===== src/rtl/dca_pkg.sv =====
package dca_pkg;

  // Pool defaults and fixed field widths
  localparam int DEF_POOL_SIZE = 8;
  localparam int CHAIN_LEN     = 3;
  localparam int IDX_W         = 8;
  localparam int CNT_W         = 9;

  typedef enum logic {
    OP_ALLOC = 1'b0,
    OP_FREE  = 1'b1
  } op_t;

  typedef enum logic [1:0] {
    ST_OK           = 2'd0,
    ST_NO_SPACE     = 2'd1,
    ST_RANGE        = 2'd2,
    ST_ALREADY_FREE = 2'd3
  } status_t;

endpackage


===== src/rtl/dca_if.sv =====
interface dca_req_if import dca_pkg::*; ();
  logic             valid;
  logic             ready;
  op_t              op;
  logic [IDX_W-1:0] head_index;

  modport source (output valid, output op, output head_index, input ready);
  modport sink   (input valid, input op, input head_index, output ready);
endinterface

interface dca_rsp_if import dca_pkg::*; ();
  logic             valid;
  logic             ready;
  status_t          status;
  logic [IDX_W-1:0] first_index;
  logic [IDX_W-1:0] second_index;
  logic [IDX_W-1:0] third_index;
  logic [CNT_W-1:0] freed_count;

  modport source (output valid, output status, output first_index, output second_index,
                  output third_index, output freed_count, input ready);
  modport sink   (input valid, input status, input first_index, input second_index,
                  input third_index, input freed_count, output ready);
endinterface


===== src/rtl/descriptor_chain_allocator_core.sv =====
// Channel | Dir | Payload                                               | Handshake
// req     | in  | op, head_index                                        | valid/ready
// rsp     | out | status, first_index, second_index, third_index,       | valid/ready
//         |     | freed_count                                           |
//
// One request is processed at a time; the next is taken only back in idle.
// Allocate, after acceptance, runs three scans of the free map (one priority
// encode each) in S_ALLOC, then writes the tail link and commits in S_TAIL;
// with fewer than three free it reports no space. Free checks the head in
// S_HEAD, then takes one S_WALK step per released descriptor, the last of
// which finds no successor; each walk step is set by the single read port of
// the link memory. A bad head ends in S_HEAD. Reset is synchronous and marks
// every descriptor free; the link memory needs no clearing. A stalled
// response freezes the final step until the output register can take it.
module descriptor_chain_allocator_core import dca_pkg::*; #(
  parameter int POOL_SIZE = DEF_POOL_SIZE
) (
  input  logic           clk,
  input  logic           rst,
  dca_req_if.sink        req,
  dca_rsp_if.source      rsp
);

  localparam int IW = $clog2(POOL_SIZE);

  typedef enum logic [4:0] {
    S_IDLE  = 5'b00001,
    S_ALLOC = 5'b00010,
    S_TAIL  = 5'b00100,
    S_HEAD  = 5'b01000,
    S_WALK  = 5'b10000
  } state_t;

  state_t state;

  // Free map in flops (reset to all free); scan is the working copy for allocate.
  logic [POOL_SIZE-1:0] free_map;
  logic [POOL_SIZE-1:0] scan;
  logic [POOL_SIZE-1:0] tail_mask;
  logic [IW-1:0]        pick [CHAIN_LEN];
  logic [1:0]           pick_cnt;
  logic [IDX_W-1:0]     head_reg;
  logic [CNT_W-1:0]     count;

  // Link memory: {has_next, link}. Only entries in use are ever read, and an
  // entry is always written by its allocation before it can be read.
  logic [IW:0]   link_mem [POOL_SIZE];
  logic [IW:0]   rd_data;
  logic          rd_has;
  logic [IW-1:0] rd_link;

  logic          mem_we, mem_re;
  logic [IW-1:0] mem_waddr, mem_raddr;
  logic [IW:0]   mem_wdata;

  logic          lowest_found;
  logic [IW-1:0] lowest_idx;

  logic          head_in_range;
  logic [IW-1:0] head_idx;

  logic             finish, out_free, stall;
  status_t          res_status;
  logic [IDX_W-1:0] res_first, res_second, res_third;
  logic [CNT_W-1:0] res_count;

  assign rd_has  = rd_data[IW];
  assign rd_link = rd_data[IW-1:0];

  assign head_idx      = head_reg[IW-1:0];
  assign head_in_range = {1'b0, head_reg} < CNT_W'(POOL_SIZE);

  assign req.ready = (state == S_IDLE);
  assign out_free  = !rsp.valid || rsp.ready;
  assign stall     = finish && !out_free;

  // lowest free entry in the scan copy
  always_comb begin
    lowest_found = 1'b0;
    lowest_idx   = '0;
    for (int i = POOL_SIZE - 1; i >= 0; i--) begin
      if (scan[i]) begin
        lowest_found = 1'b1;
        lowest_idx   = IW'(i);
      end
    end
  end

  // entries taken by the chain being committed
  always_comb begin
    tail_mask = '0;
    for (int k = 0; k < CHAIN_LEN; k++) begin
      tail_mask[pick[k]] = 1'b1;
    end
  end

  always_comb begin
    finish     = 1'b0;
    res_status = ST_OK;
    res_first  = '0;
    res_second = '0;
    res_third  = '0;
    res_count  = '0;
    mem_we     = 1'b0;
    mem_waddr  = '0;
    mem_wdata  = '0;
    mem_re     = 1'b0;
    mem_raddr  = '0;
    unique case (state)
      S_IDLE: begin
      end
      S_ALLOC: begin
        if (!lowest_found) begin
          // fewer than three free: report and leave the map untouched
          finish     = 1'b1;
          res_status = ST_NO_SPACE;
        end else if (pick_cnt != 2'd0) begin
          // link the previous pick to this one; harmless if we later abort
          mem_we    = 1'b1;
          mem_waddr = pick[pick_cnt - 2'd1];
          mem_wdata = {1'b1, lowest_idx};
        end
      end
      S_TAIL: begin
        finish     = 1'b1;
        res_status = ST_OK;
        res_first  = IDX_W'(pick[0]);
        res_second = IDX_W'(pick[1]);
        res_third  = IDX_W'(pick[2]);
        mem_we     = 1'b1;
        mem_waddr  = pick[2];
        mem_wdata  = '0;
      end
      S_HEAD: begin
        if (!head_in_range) begin
          finish     = 1'b1;
          res_status = ST_RANGE;
        end else if (free_map[head_idx]) begin
          finish     = 1'b1;
          res_status = ST_ALREADY_FREE;
        end else begin
          mem_re    = 1'b1;
          mem_raddr = head_idx;
        end
      end
      S_WALK: begin
        // rd_data holds the link of the entry freed last cycle
        res_count = count;
        if (!rd_has) begin
          finish     = 1'b1;
          res_status = ST_OK;
        end else if (free_map[rd_link]) begin
          finish     = 1'b1;
          res_status = ST_ALREADY_FREE;
        end else begin
          mem_re    = 1'b1;
          mem_raddr = rd_link;
        end
      end
      default: begin
      end
    endcase
  end

  // link memory, one write and one registered read port
  always_ff @(posedge clk) begin
    if (mem_we && !stall) begin
      link_mem[mem_waddr] <= mem_wdata;
    end
    if (mem_re && !stall) begin
      rd_data <= link_mem[mem_raddr];
    end
  end

  always_ff @(posedge clk) begin
    if (rst) begin
      state     <= S_IDLE;
      free_map  <= '1;
      rsp.valid <= 1'b0;
    end else begin
      if (finish && !stall) begin
        rsp.valid <= 1'b1;
      end else if (rsp.valid && rsp.ready) begin
        rsp.valid <= 1'b0;
      end
      if (!stall) begin
        unique case (state)
          S_IDLE: begin
            if (req.valid) begin
              if (req.op == OP_ALLOC) begin
                state <= S_ALLOC;
              end else begin
                state <= S_HEAD;
              end
            end
          end
          S_ALLOC: begin
            if (!lowest_found) begin
              state <= S_IDLE;
            end else if (pick_cnt == 2'(CHAIN_LEN - 1)) begin
              state <= S_TAIL;
            end
          end
          S_TAIL: begin
            free_map <= free_map & ~tail_mask;
            state    <= S_IDLE;
          end
          S_HEAD: begin
            if (finish) begin
              state <= S_IDLE;
            end else begin
              free_map[head_idx] <= 1'b1;
              state              <= S_WALK;
            end
          end
          S_WALK: begin
            if (finish) begin
              state <= S_IDLE;
            end else begin
              free_map[rd_link] <= 1'b1;
            end
          end
          default: begin
            state <= S_IDLE;
          end
        endcase
      end
    end
  end

  // working registers and response payload
  always_ff @(posedge clk) begin
    if (!stall) begin
      case (state)
        S_IDLE: begin
          scan     <= free_map;
          pick_cnt <= '0;
          head_reg <= req.head_index;
          count    <= '0;
        end
        S_ALLOC: begin
          if (lowest_found) begin
            pick[pick_cnt]    <= lowest_idx;
            scan[lowest_idx]  <= 1'b0;
            pick_cnt          <= pick_cnt + 2'd1;
          end
        end
        S_HEAD: begin
          count <= CNT_W'(1);
        end
        S_WALK: begin
          if (!finish) begin
            count <= count + CNT_W'(1);
          end
        end
        default: begin
        end
      endcase
    end
    if (finish && !stall) begin
      rsp.status       <= res_status;
      rsp.first_index  <= res_first;
      rsp.second_index <= res_second;
      rsp.third_index  <= res_third;
      rsp.freed_count  <= res_count;
    end
  end

endmodule


===== src/flat_wrapper.sv =====
// flat-port wrapper written by rule: the top's interface ports become plain ports
module descriptor_chain_allocator_core_flat import dca_pkg::*;
#(
  parameter int POOL_SIZE = DEF_POOL_SIZE
)
  (clk, rst, req_valid, req_op, req_head_index, req_ready, rsp_valid, rsp_status, rsp_first_index, rsp_second_index, rsp_third_index, rsp_freed_count, rsp_ready);
  dca_req_if req_i ();
  dca_rsp_if rsp_i ();
  input  logic clk;
  input  logic rst;
  input wire logic [$bits(req_i.valid)-1:0] req_valid;
  input wire logic [$bits(req_i.op)-1:0] req_op;
  input wire logic [$bits(req_i.head_index)-1:0] req_head_index;
  output wire logic [$bits(req_i.ready)-1:0] req_ready;
  output wire logic [$bits(rsp_i.valid)-1:0] rsp_valid;
  output wire logic [$bits(rsp_i.status)-1:0] rsp_status;
  output wire logic [$bits(rsp_i.first_index)-1:0] rsp_first_index;
  output wire logic [$bits(rsp_i.second_index)-1:0] rsp_second_index;
  output wire logic [$bits(rsp_i.third_index)-1:0] rsp_third_index;
  output wire logic [$bits(rsp_i.freed_count)-1:0] rsp_freed_count;
  input wire logic [$bits(rsp_i.ready)-1:0] rsp_ready;
  assign req_i.valid = req_valid;
  assign req_i.op = req_op;
  assign req_i.head_index = req_head_index;
  assign req_ready = req_i.ready;
  assign rsp_valid = rsp_i.valid;
  assign rsp_status = rsp_i.status;
  assign rsp_first_index = rsp_i.first_index;
  assign rsp_second_index = rsp_i.second_index;
  assign rsp_third_index = rsp_i.third_index;
  assign rsp_freed_count = rsp_i.freed_count;
  assign rsp_i.ready = rsp_ready;
  descriptor_chain_allocator_core #(.POOL_SIZE(POOL_SIZE)) u_core (.clk(clk), .rst(rst), .req(req_i), .rsp(rsp_i));
endmodule

===== config.mk =====
export PLATFORM = sky130hd
export DESIGN_NAME = descriptor_chain_allocator_core_flat
export DESIGN_NICKNAME = d
export VERILOG_FILES = /design/src/rtl/dca_pkg.sv /design/src/rtl/dca_if.sv /design/src/rtl/descriptor_chain_allocator_core.sv /design/src/flat_wrapper.sv
export SDC_FILE = /design/constraint.sdc
export NUM_CORES = 1
export LEC_CHECK = 0
export ABC_CLOCK_PERIOD_IN_PS = 2750
export BUFFER_PORTS_ARGS = -buffer_cell sky130_fd_sc_hd__clkbuf_2
export CAP_MARGIN = 25
export CORE_MARGIN = 1
export CORE_UTILIZATION = 45
export DETAILED_ROUTE_END_ITERATION = 10
export PLACE_DENSITY = 0.66
export SKIP_CTS_REPAIR_TIMING = 1
export SYNTH_ARGS = -nofsm -noshare
export SYNTH_HDL_FRONTEND = slang
export SYNTH_SLANG_ARGS = --single-unit

===== constraint.sdc =====
create_clock -name clk -period 2.75 [get_ports clk]
set_input_delay 0.275 -clock clk [delete_from_list [all_inputs] [get_ports clk]]
set_output_delay 0.275 -clock clk [all_outputs]
set_load 0.005 [all_outputs]

* Word-level counts from Yosys, hierarchy flattened *
Memories as Yosys holds them, arrays and structs flattened. A register that Yosys moved wholly into a read port is not among the register bits.
Cells that the tools add are included.

word-level totals
  register bits after elaboration = 76
  RAM bits = 41
  input bits = 13
  output and inout port bits = 37
  logic and storage cells = 166
  memories = 2

cells by class
  $add $sub $neg = 3
  order comparisons = 13
  equality and inequality tests = 12
  mux-type cells = 87
  bitwise logic cells = 9
  reduce and logical (&&, ||, !) cells = 25

memories
  name             words  bits a word  rd ports  clocked after memory_dff  wr ports  RTL line                               source
  u_core.link_mem  8      4            1         1                         1         descriptor_chain_allocator_core.sv:47  logic [IW:0] link_mem [POOL_SIZE];
  u_core.pick      3      3            4         0                         1         descriptor_chain_allocator_core.sv:40  logic [IW-1:0] pick [CHAIN_LEN];

operators with widths
  operator                                                                             count
  3-bit 2-to-1 mux                                                                     14
  1-bit 2-to-1 mux                                                                     36
  8-bit OR                                                                             4
  9-bit one-hot mux with 3 select lines                                                1
  5-bit 2-to-1 mux                                                                     5
  3-bit by 4-bit less-than comparator with 1-bit output, second input constant         6
  8-bit 2-to-1 mux                                                                     3
  8-bit one-hot mux with 3 select lines                                                1
  5-bit one-hot mux with 4 select lines                                                1
  1-bit demux with 3-bit select                                                        6
  3-bit by 1-bit greater-or-equal comparator with 1-bit output, second input constant  6
  8-bit AND                                                                            2
  4-bit 2-to-1 mux                                                                     4
  8-bit NOT                                                                            2
  8-bit one-hot mux with 2 select lines                                                1
  3-bit one-hot mux with 2 select lines                                                2
  1-bit logical AND                                                                    11
  2-bit 2-to-1 mux                                                                     5
  9-bit by 1-bit adder with 9-bit output, second input constant                        1
  9-bit 2-to-1 mux                                                                     1
  8-bit by 4-bit less-than comparator with 1-bit output, second input constant         1
  4-bit AND reduction                                                                  2
  1-bit binary-select mux with 3-bit select                                            2
  2-bit != test, second input constant                                                 3
  other kinds (21)                                                                     29

* Logic depth before layout (Yosys ltp) *
Gate-level depths: netlist (run 1).

  depth in word-level cells = 16
  mapped depth = 8
  mapped depth without buffers = 8

* Least setup slack after synthesis (run 1) *
OpenSTA, ideal clock, no wires.

  path kind = reg-to-reg
  start = register u_core.head_reg[1]
  end = register u_core.rsp.first_index[0] (read register of u_core.pick) (enable)
  arrival = 2593 ps
  required time = 2353 ps
  setup slack = -239 ps
  stages on the path, launching flop included = 7
  buffers on the path = 1
  period minus slack after synthesis = 2989 ps
  cells stage by stage = edfxtp_1 > buf_4 > mux2i_1 > mux4_2 > a21oi_1 > nor3_1 > nor2_1

between the ends
  longest elaborated chain between the ends = 8
  elaborated cells between the ends (all ways) = 9

ends and longest elaborated chain
  what                                       RTL line                                source
  start: declaration                         descriptor_chain_allocator_core.sv:42   logic [IDX_W-1:0] head_reg;
  start signal: assignment                   descriptor_chain_allocator_core.sv:238  head_reg <= req.head_index;
  1-bit binary-select mux with 3-bit select  descriptor_chain_allocator_core.sv:138  end else if (free_map[head_idx]) begin
  1-bit 2-to-1 mux (not written as such)     descriptor_chain_allocator_core.sv:138
  1-bit 2-to-1 mux                           descriptor_chain_allocator_core.sv:138
  1-bit 2-to-1 mux *                         descriptor_chain_allocator_core.sv:135  if (!head_in_range) begin
  1-bit one-hot mux with 4 select lines *    descriptor_chain_allocator_core.sv:109  unique case (state)
  1-bit logical AND                          descriptor_chain_allocator_core.sv:75   assign stall = finish && !out_free;
  1-bit logical NOT                          descriptor_chain_allocator_core.sv:260  if (finish && !stall) begin
  1-bit logical AND *                        descriptor_chain_allocator_core.sv:260
  end: declaration                           dca_if.sv:20                            modport source (output valid, output status, output first_index, output second_index,

Every way passes the cells marked *; elsewhere a longest branch is shown, timed or not. The select of a mux whose other input is x is not followed.
A chain may end at the register's enable or synchronous reset.

* Worst setup path in the final report (run 1) *
  start = register u_core.head_reg[1]
  end = register u_core.rd_data[3] (read register of u_core.link_mem), data pin

between the ends
  longest elaborated chain between the ends = 8
  elaborated cells between the ends (all ways) = 15

ends and longest elaborated chain
  what                                       RTL line                                source
  1-bit binary-select mux with 3-bit select  descriptor_chain_allocator_core.sv:138
  1-bit 2-to-1 mux (not written as such)     descriptor_chain_allocator_core.sv:138
  1-bit 2-to-1 mux                           descriptor_chain_allocator_core.sv:138
  1-bit 2-to-1 mux                           descriptor_chain_allocator_core.sv:135
  1-bit one-hot mux with 4 select lines      descriptor_chain_allocator_core.sv:109
  1-bit logical AND                          descriptor_chain_allocator_core.sv:75
  1-bit logical NOT                          descriptor_chain_allocator_core.sv:170  if (mem_re && !stall) begin
  1-bit logical AND                          descriptor_chain_allocator_core.sv:170
  end: declaration                           descriptor_chain_allocator_core.sv:48   logic [IW:0] rd_data;

Several ways; a longest one is shown, not always the timed one. The select of a mux whose other input is x is not followed.

==> flow_summary.json, run 1 <==
{
  "grt_pass1_vias": 3571,
  "swShare_pct": 22.6,
  "hp-start": "req_head_index[3]",
  "gp_congestion": 0.902,
  "min_period_over_period_pct": 97.9,
  "clockPowerShare_pct": 38.7,
  "crit_type": "reg -> reg",
  "reg2reg_slack_ps": 60,
  "cts_htree_levels": 3,
  "wl_per_cell_um": 18.5,
  "hold_ws_ps": 88.2,
  "fin_total_pwr_uw": 3520,
  "dr_total_vias": 3677,
  "grt-ovfl-total": 0,
  "synth_area_per_cell_um2": 12.2,
  "layout_common_cells": "edfxtp_1 (95), nor2_1 (39), clkbuf_2 (34), nand2_1 (32), buf_4 (29)",
  "leakage_uw": 0.00237,
  "synth.distinct_cells": 62,
  "p_sw_uw": 797,
  "synth_top_family_by_area": "simple AND/OR/NAND/NOR gates",
  "start_kind": "flip-flop",
  "synth.area.top_cells": "edfxtp_1 (53%), dfxtp_1 (5.2%), mux2i_1 (3.2%), nor2_1 (2.8%), and3_1 (2.7%)",
  "clock-sinks": 109,
  "synthMuxAreaShare_pct": 8.51,
  "die_w_um": 111,
  "p_comb_share_pct": 7.1,
  "min_to": "u_core.head_reg[3]",
  "firstDrtPassIters": 8,
  "cp.required_ps": 2860,
  "rsz0062_at_grt": "true",
  "synth_edf_count": 95,
  "hold_path.class": "in -> reg",
  "viasPerCell": 5.77,
  "max_freq_mhz": 372,
  "antennaDiodeCount": 0,
  "final_common_cell": "edfxtp_1",
  "power.density_nw_per_um2": 575,
  "status": "finished with violations",
  "grt.total_usage_pct": 19.8,
  "register_area_um2": 3130,
  "r2r_start": "u_core.head_reg[1]",
  "drc": 10,
  "initial_core_util_pct": 46.7,
  "dp_hpwl_um": 8530,
  "reg_top3": "u_core.link_mem (32), u_core.pick (12)",
  "crit_fanout": 6,
  "die_height_um": 111,
  "synth_top_area_share_pct": 52.9,
  "seq_area_frac_synth_pct": 58.1,
  "syn_inst": 443,
  "routed_wirelength_um": 11800,
  "antenna_found_initial": 0,
  "largest_register_ffs": 32,
  "worst-slew-pin-transition_ps": 999,
  "finalCriticalPeriod_ps": 2690,
  "fp.coreArea_um2": 11600,
  "yosys_warnings": 0,
  "clock_path_buffers": 2,
  "clk_pin_slew_worst_paths_ps": 70,
  "antenna_left": 0,
  "drive_gt1_share_pct": 21.5,
  "grt_max_degree": 19,
  "nets": 507,
  "regMostFlops": "u_core.link_mem",
  "fillers": 958,
  "slew_headroom_pct": 33.4,
  "fin_util_pct": 52.9,
  "place_inst": 621,
  "ir_drop_v": 0.000469,
  "synth_xor_area_share_pct": 1.30,
  "synth_largest_area_cell": "edfxtp_1",
  "synthSimpleGateAreaFrac_pct": 17.5,
  "ys_async_sr_fraction_pct": 0,
  "rows": 39,
  "synth-compound-area-share_pct": 8.26,
  "synth.cell_area_um2": 5400,
  "synth_fa_ha_area_share_pct": 1.16,
  "finalMaxSlewViolations": 0,
  "die_area_um2": 12400,
  "setup_viol": 0,
  "p_seq_share_pct": 54.2,
  "hold_path_depth": 1,
  "ys_seq_elements": 109,
  "synth_ff_type": "edfxtp_1",
  "final_cells": 637,
  "multi_input_area_um2": 2050,
  "hold_viol": 0,
  "critPathArrivalTime_ps": 2800,
  "area_delta_synth_final_pct": 13.3,
  "io_buffer_count": 34,
  "pin_count": 50,
  "insertion_delay_ps": 360,
  "reg2reg_to": "u_core.rd_data[3]",
  "cts-root-buf": "clkbuf_16",
  "failed_checks": "design-rule violations",
  "finClkSkew_ps": 9.67,
  "grt_pass1_wl_um": 18600,
  "cts_tree": "done",
  "numCtsBuffers": 9,
  "maxCapViolations": 0,
  "intPower_uw": 2720,
  "reg2reg_depth": 6,
  "worstSetupEndpointType": "flip-flop",
  "drtIter0Drc": 482
}
==> worst max-delay path, stage by stage, from the launching register on <==
cell	delay, ps
edfxtp_1	500
mux2i_1	160
mux4_2	540
a32oi_2	260
buf_6	170
mux4_1	550
mux2_2	270
==> metrics by stage <==
step / worst slack [ps] / TNS, ps / area (um^2)
after floorplan: 21.8 / 0 / 5460
after global placement: 81.5 / 0 / 5790
after detailed placement: 39.0 / 0 / 5790
after CTS: 14.1 / 0 / 6110
after global routing: -8.35 / -20.2 / 6110
final: 58.8 / 0 / 6110
==> cell families (layout without fill, tap and decap cells) <==
kind of cell,count (synthesis),in the layout
compound gates,66,66
xor+xnor,8,8
fa+ha+maj,5,5
buf+inv,53,90
flops,109,109
mux,31,31
other cells,1,15
simple gates,170,170
==> layout make-up <==
cell class | count | share of cell area, %
flip-flops and latches | 109 | 51.3
clock inverters | 6 | 1.08
well taps | 143 | 2.93
repair buffers | 64 | 6.53
multi-input cells | 295 | 33.5
clock buffers | 10 | 4.09
inverters | 10 | 0.614
==> metal layers <==
| layer | global-route usage, % | part of all wire (%) |
|---|---|---|
| met4 | 9.46 | 2.6 |
| met5 | 0 | 0 |
| met2 | 30.6 | 47 |
| met1 | 27.1 | 45 |
| met3 | 3.76 | 5.9 |
==> cell usage after synthesis, types with 4 or more instances <==
master / number
inv_1: 10
nand3b_1: 11
clkbuf_1: 22
nor2_1: 40
and3_1: 23
mux2_2: 4
nand2_1: 32
o21ai_0: 18
dfxtp_1: 14
nand3_1: 9
mux4_2: 5
mux2i_1: 17
and2_1: 7
edfxtp_1: 95
nor3_1: 10
mux4_1: 5
a21oi_1: 10
nor3b_1: 6
xor2_1: 6
ha_1: 5
nor4b_1: 5
o211ai_1: 4
nor2b_1: 5
buf_4: 17
==> how the worst max path moves through the flow <==
| stage | endpoint | cells past startpoint | slack, ps | from |
|---|---|---|---|---|
| finish | u_core.rd_data[3] | 6 | 60 | u_core.head_reg[1] |
| global route | u_core.rd_data[1] | 8 | -8 | u_core.head_reg[1] |
| CTS | u_core.link_mem[7][1] | 6 | 10 | u_core.head_reg[1] |
| detailed placement | u_core.link_mem[7][3] | 6 | 40 | u_core.head_reg[1] |
| global placement | u_core.link_mem[5][2] | 6 | 80 | u_core.head_reg[1] |
| floorplan | u_core.rd_data[0] | 7 | 20 | u_core.head_reg[1] |
==> power by group through the flow <==
stage                     Clock (uW)  Combinational (uW)  Sequential [uW]
after global routing            1440                 273             1910
after CTS                       1380                 251             1900
after global placement             0                 243             1940
after detailed placement           0                 248             1940
final                           1360                 251             1910
after floorplan                    0                 183             1920
(Power assumes the default switching activity.)
==> inputs of run 2 (changes only) <==
--- a/config.mk
+++ b/config.mk
@@ -11,7 +11,7 @@
 export CORE_MARGIN = 1
 export CORE_UTILIZATION = 45
 export DETAILED_ROUTE_END_ITERATION = 10
-export PLACE_DENSITY = 0.66
+export PLACE_DENSITY = 0.69
 export SKIP_CTS_REPAIR_TIMING = 1
 export SYNTH_ARGS = -nofsm -noshare
 export SYNTH_HDL_FRONTEND = slang
==> flow_summary.json, run 2 (synthesized netlist as in run 1, its figures left out) <==
{
  "grt-ovfl-total": 0,
  "antenna_found_initial": 0,
  "drive_gt1_share_pct": 20.8,
  "tns_ps": 0,
  "area_delta_synth_final_pct": 13.1,
  "cts_htree_levels": 3,
  "clock_path_buffers": 2,
  "antennaDiodeCount": 0,
  "die_w_um": 111,
  "reg_top3": "u_core.link_mem (32), u_core.pick (12)",
  "leakage_uw": 0.00235,
  "design_area_um2": 6100,
  "crit_path_cell_trace": "mux2i_1 -> mux4_2 -> buf_4 -> and3_4 -> a22o_2 -> mux4_1 -> mux2_2",
  "reg2reg_slack_ps": 70,
  "placed_area_um2": 5800,
  "crit_path_max_incr_delay_ps": 520,
  "crit_type": "reg -> reg",
  "p_seq_share_pct": 56.3,
  "wl_per_cell_um": 18.1,
  "swShare_pct": 23.3,
  "intPower_uw": 2580,
  "clockPowerShare_pct": 36.1,
  "routed_wirelength_um": 11600,
  "drtIter0Drc": 321,
  "ir_drop_v": 0.000382,
  "hp-start": "req_head_index[3]",
  "path_buf_inv": 1,
  "min_to": "u_core.head_reg[3]",
  "grt.total_usage_pct": 19.3,
  "grt_max_degree": 19,
  "layout_common_cells": "edfxtp_1 (95), nor2_1 (38), clkbuf_2 (34), nand2_1 (32), buf_4 (32)",
  "io_buffer_count": 34,
  "drc": 5,
  "initial_core_util_pct": 46.7,
  "critPathArrivalTime_ps": 2780,
  "cts_tree": "done",
  "nets": 509,
  "gp_congestion": 0.855,
  "grt_pass1_wl_um": 18000,
  "slowest_stage": "edfxtp_1",
  "dp_hpwl_um": 8720,
  "antenna_left": 0,
  "clk_pin_slew_worst_paths_ps": 70,
  "hold_path.class": "in -> reg",
  "cp.required_ps": 2850,
  "power.density_nw_per_um2": 552,
  "cp_top_family": "multiplexers",
  "min_period_over_period_pct": 97.3,
  "largest_register_ffs": 32,
  "rsz0062_at_grt": "true",
  "hold_viol": 0,
  "viasPerCell": 5.73,
  "p_comb_share_pct": 7.6,
  "start_kind": "flip-flop",
  "status": "finished with violations",
  "numCtsBuffers": 9,
  "crit_fanout": 8,
  "die_height_um": 111,
  "clock-sinks": 109,
  "pin_count": 50,
  "reg2reg_to": "u_core.rd_data[0]",
  "setup_viol": 0,
  "insertion_delay_ps": 350,
  "max_freq_mhz": 374,
  "fp.coreArea_um2": 11600,
  "rows": 39,
  "finClkSkew_ps": 11.3,
  "dr_total_vias": 3662,
  "worst-slew-pin-transition_ps": 960,
  "finalCriticalPeriod_ps": 2680,
  "finalMaxSlewViolations": 0,
  "r2r_start": "u_core.rd_data[0]",
  "reg2reg_depth": 7,
  "maxCapViolations": 0,
  "final_common_cell": "edfxtp_1",
  "slew_headroom_pct": 36.0,
  "firstDrtPassIters": 10,
  "p_sw_uw": 786,
  "cts-root-buf": "clkbuf_16",
  "hold_path_depth": 1,
  "worstSetupEndpointType": "flip-flop",
  "fillers": 985,
  "failed_checks": "design-rule violations",
  "grt_pass1_vias": 3441,
  "regMostFlops": "u_core.link_mem",
  "die_area_um2": 12400
}
-- run 2: power groups by stage --
| stage | Clock [uW] | Sequential, uW | Combinational, uW |
|---|---|---|---|
| 3_5_place_dp | 0 | 1940 | 252 |
| 4_1_cts | 1240 | 1900 | 253 |
| 3_3_place_gp | 0 | 1930 | 246 |
| 6_report | 1220 | 1900 | 255 |
| 2_1_floorplan | 0 | 1920 | 183 |
| 5_1_grt | 1300 | 1910 | 282 |
-- run 2: area by class of cell --
type / instances / area [um^2] / area share, %
clock buffers: 11 / 233 / 3.81
clock inverters: 5 / 45.0 / 0.738
inverters: 10 / 37.5 / 0.615
multi-input cells: 295 / 2070 / 33.9
flip-flops and latches: 109 / 3130 / 51.3
well taps: 143 / 179 / 2.93
repair buffers: 66 / 410 / 6.72
-- run 2: worst max path at each step --
stage	startpoint	to	slack, ps	cells after the start
after floorplan	u_core.head_reg[1]	u_core.rd_data[0]	20	7
after global placement	u_core.scan[0]	u_core.link_mem[4][1]	50	7
after detailed placement	u_core.head_reg[7]	u_core.rd_data[0]	4	6
after CTS	u_core.scan[0]	u_core.link_mem[4][2]	-20	7
after global routing	u_core.rd_data[0]	u_core.link_mem[3][3]	-20	7
final	u_core.rd_data[0]	u_core.rd_data[0]	70	7
-- run 2: per-layer routing --
layer | vias up | wire length [um] | track usage [%]
met1 | 1761 | 5000 | 24.8
met2 | 133 | 5560 | 31.2
met4 | 0 | 367 | 9.37
met5 | - | 0 | 0
met3 | 28 | 630 | 4.35
li1 | 1740 | - | -
-- run 2: per-stage QoR --
step,utilization [%],power (uW),hold WS [ps],instances,setup slack [ps]
after floorplan,-,2110,374,457,21.8
after detailed placement,50.1,2190,454,622,4.04
after global routing,52.8,3490,76.8,639,-20.9
after CTS,52.5,3390,83.5,638,-15.1
after global placement,50.1,2180,455,622,53.2
final,52.8,3370,92.7,639,73.7
==> inputs of run 3 (changes only) <==
--- a/config.mk
+++ b/config.mk
@@ -5,13 +5,16 @@
 export SDC_FILE = /design/constraint.sdc
 export NUM_CORES = 1
 export LEC_CHECK = 0
+export ABC_AREA = 1
 export ABC_CLOCK_PERIOD_IN_PS = 2750
 export BUFFER_PORTS_ARGS = -buffer_cell sky130_fd_sc_hd__clkbuf_2
 export CAP_MARGIN = 25
 export CORE_MARGIN = 1
 export CORE_UTILIZATION = 45
 export DETAILED_ROUTE_END_ITERATION = 10
-export PLACE_DENSITY = 0.69
+export GPL_TIMING_DRIVEN = 0
+export HOLD_SLACK_MARGIN = 0.15
+export PLACE_DENSITY = 0.68
 export SKIP_CTS_REPAIR_TIMING = 1
 export SYNTH_ARGS = -nofsm -noshare
 export SYNTH_HDL_FRONTEND = slang
==> flow_summary.json, run 3 <==
{
  "regMostFlops": "u_core.link_mem",
  "pin_count": 50,
  "path_buf_inv": 2,
  "dp_hpwl_um": 9620,
  "ys_async_sr_fraction_pct": 0,
  "synth_edf_count": 95,
  "cp.required_ps": 2780,
  "synth.cell_area_um2": 5870,
  "slowest_stage": "edfxtp_1",
  "largest_register_ffs": 32,
  "setup_viol": 0,
  "critPathArrivalTime_ps": 2580,
  "dr_total_vias": 4536,
  "slew_headroom_pct": 43.1,
  "tns_ps": 0,
  "max_freq_mhz": 392,
  "synth.distinct_cells": 46,
  "firstDrtPassIters": 5,
  "min_period_over_period_pct": 92.7,
  "die_w_um": 116,
  "hold_ws_ps": 168,
  "power.density_nw_per_um2": 756,
  "io_buffer_count": 34,
  "crit_fanout": 10,
  "routed_wirelength_um": 12900,
  "reg_top3": "u_core.link_mem (32), u_core.pick (12)",
  "status": "finished clean",
  "clock_path_buffers": 2,
  "ys_top_cells_by_count": "nand2_1 (115), edfxtp_1 (95), nand3_1 (88)",
  "seq_area_frac_synth_pct": 53.4,
  "finalCriticalPeriod_ps": 2550,
  "hold_path.class": "in -> reg",
  "rows": 41,
  "hp-start": "rst",
  "finClkSkew_ps": 7.64,
  "drc": 0,
  "die_height_um": 116,
  "maxCapViolations": 0,
  "ys_seq_elements": 109,
  "finalMaxSlewViolations": 0,
  "layout_common_cells": "nand2_1 (115), edfxtp_1 (95), nand3_1 (88), inv_1 (86), nor2_1 (52)",
  "synth.area.top_cells": "edfxtp_1 (49%), nand3_1 (7.5%), nand2_1 (7.4%), inv_1 (5.5%), dfxtp_1 (4.8%)",
  "crit_start": "u_core.pick_cnt[0]",
  "wl_per_cell_um": 14.8,
  "drive_gt1_share_pct": 18.8,
  "synth_top_area_share_pct": 48.6,
  "fp.coreArea_um2": 12700,
  "grt-ovfl-total": 0,
  "cts-root-buf": "clkbuf_16",
  "die_area_um2": 13500,
  "area_delta_synth_final_pct": 13.9,
  "leakage_uw": 0.00287,
  "final_common_cell": "nand2_1",
  "cts_tree": "done",
  "drtIter0Drc": 449,
  "synth_ff_type": "edfxtp_1",
  "syn_inst": 631,
  "grt_max_degree": 21,
  "r2r_start": "u_core.pick_cnt[0]",
  "cts_htree_levels": 3,
  "numCtsBuffers": 9,
  "insertion_delay_ps": 360,
  "clk_pin_slew_worst_paths_ps": 80,
  "crit_type": "reg -> reg",
  "worst-slew-pin-transition_ps": 851,
  "synthMostInstantiatedCell": "nand2_1",
  "start_kind": "flip-flop",
  "gp_congestion": 0.855,
  "cp_top_family": "simple AND/OR/NAND/NOR gates",
  "crit_path_max_incr_delay_ps": 520,
  "hold_viol": 0,
  "antenna_found_initial": 0,
  "viasPerCell": 5.18,
  "synth_largest_area_cell": "edfxtp_1",
  "synth_area_per_cell_um2": 9.30,
  "antenna_left": 0,
  "rsz0062_at_grt": "false",
  "nets": 716,
  "ir_drop_v": 0.000402,
  "yosys_warnings": 0,
  "clock-sinks": 109,
  "grt.total_usage_pct": 20.3,
  "fin_util_pct": 52.7,
  "antennaDiodeCount": 0,
  "initial_core_util_pct": 46.3,
  "grt_pass1_wl_um": 20300,
  "crit_path_cell_trace": "inv_1 -> ha_1 -> inv_1 -> a21oi_1 -> o21ai_0 -> nand2_1 -> o22ai_4 -> nand2_1 -> nor3_2",
  "grt_pass1_vias": 4048,
  "worstSetupEndpointType": "flip-flop"
}
==> run 3: changes by cell type in the layout (fill, tap and decap cells not counted), sizes merged, moves of 8 or more <==
cell / previous run / this run
and2: 8 / 0
mux4: 10 / 0
inv: 12 / 104
buf: 32 / 22
nand3b: 11 / 19
nor2: 40 / 63
dlygate4sd3: 0 / 8
and3: 24 / 0
nand2: 32 / 130
mux2i: 17 / 0
nand3: 9 / 93
==> run 3: cell type report <==
| cell class | instances | area (um^2) |
|---|---|---|
| fill | 1145 | 5990 |
| sequential | 109 | 3130 |
| multi-input combinational | 409 | 2210 |
| inverter | 102 | 392 |
| timing repair buffer | 42 | 250 |
| clock buffer | 9 | 225 |
| tap | 172 | 215 |
| buffer | 25 | 190 |
| clock inverter | 7 | 63.8 |
==> run 3: per-stage QoR <==
step                      cell area, um^2  power (uW)  worst slack [ps]  cells
after global routing                 6680        5330              20.7    875
final                                6680        5050               201    875
after global placement               6300        3720               200    851
after detailed placement             6300        3770               140    851
after floorplan                      5920        3390               604    645
after CTS                            6590        5040               134    867
==> run 3: worst register-to-register path, stage by stage (launching register included) <==
cell and delay [ps]:
edfxtp_1 520, inv_1 210, ha_1 350, inv_1 170, a21oi_1 50, o21ai_0 100, nand2_1 120, o22ai_4 220
nand2_1 130, nor3_2 350
==> run 3: worst paths after layout <==
check                                to  slack [ps]  depth (start not counted)
setup / recovery  u_core.link_mem[6][0]         200                          9
hold / removal          u_core.state[3]         170                          2
setup reg to reg  u_core.link_mem[6][0]         200                          9
hold reg to reg      u_core.free_map[6]         470                          2
==> run 3: logic make-up after synthesis <==
kind of cell / after synthesis / share of synthesized area (%)
fa+ha+maj: 5 / 1.07
flops: 109 / 53.4
buf+inv: 127 / 9.92
other cells: 1 / 0.0639
simple gates: 326 / 28.3
compound gates: 63 / 7.23
==> run 3: power breakdown <==
part           internal, uW  switching [uW]  total [uW]
sequential             2160             190        2350
combinational           435             988        1420
clock                   639             639        1280
total                  3230            1820        5050
==> run 3: metal layers <==
layer | global-route usage, % | routed length [um] | vias to the layer above
met1 | 28.1 | 6000 | 2083
li1 | - | - | 2240
met3 | 3.32 | 781 | 15
met4 | 8.72 | 253 | 0
met5 | 0 | 0 | -
met2 | 31.8 | 5910 | 198
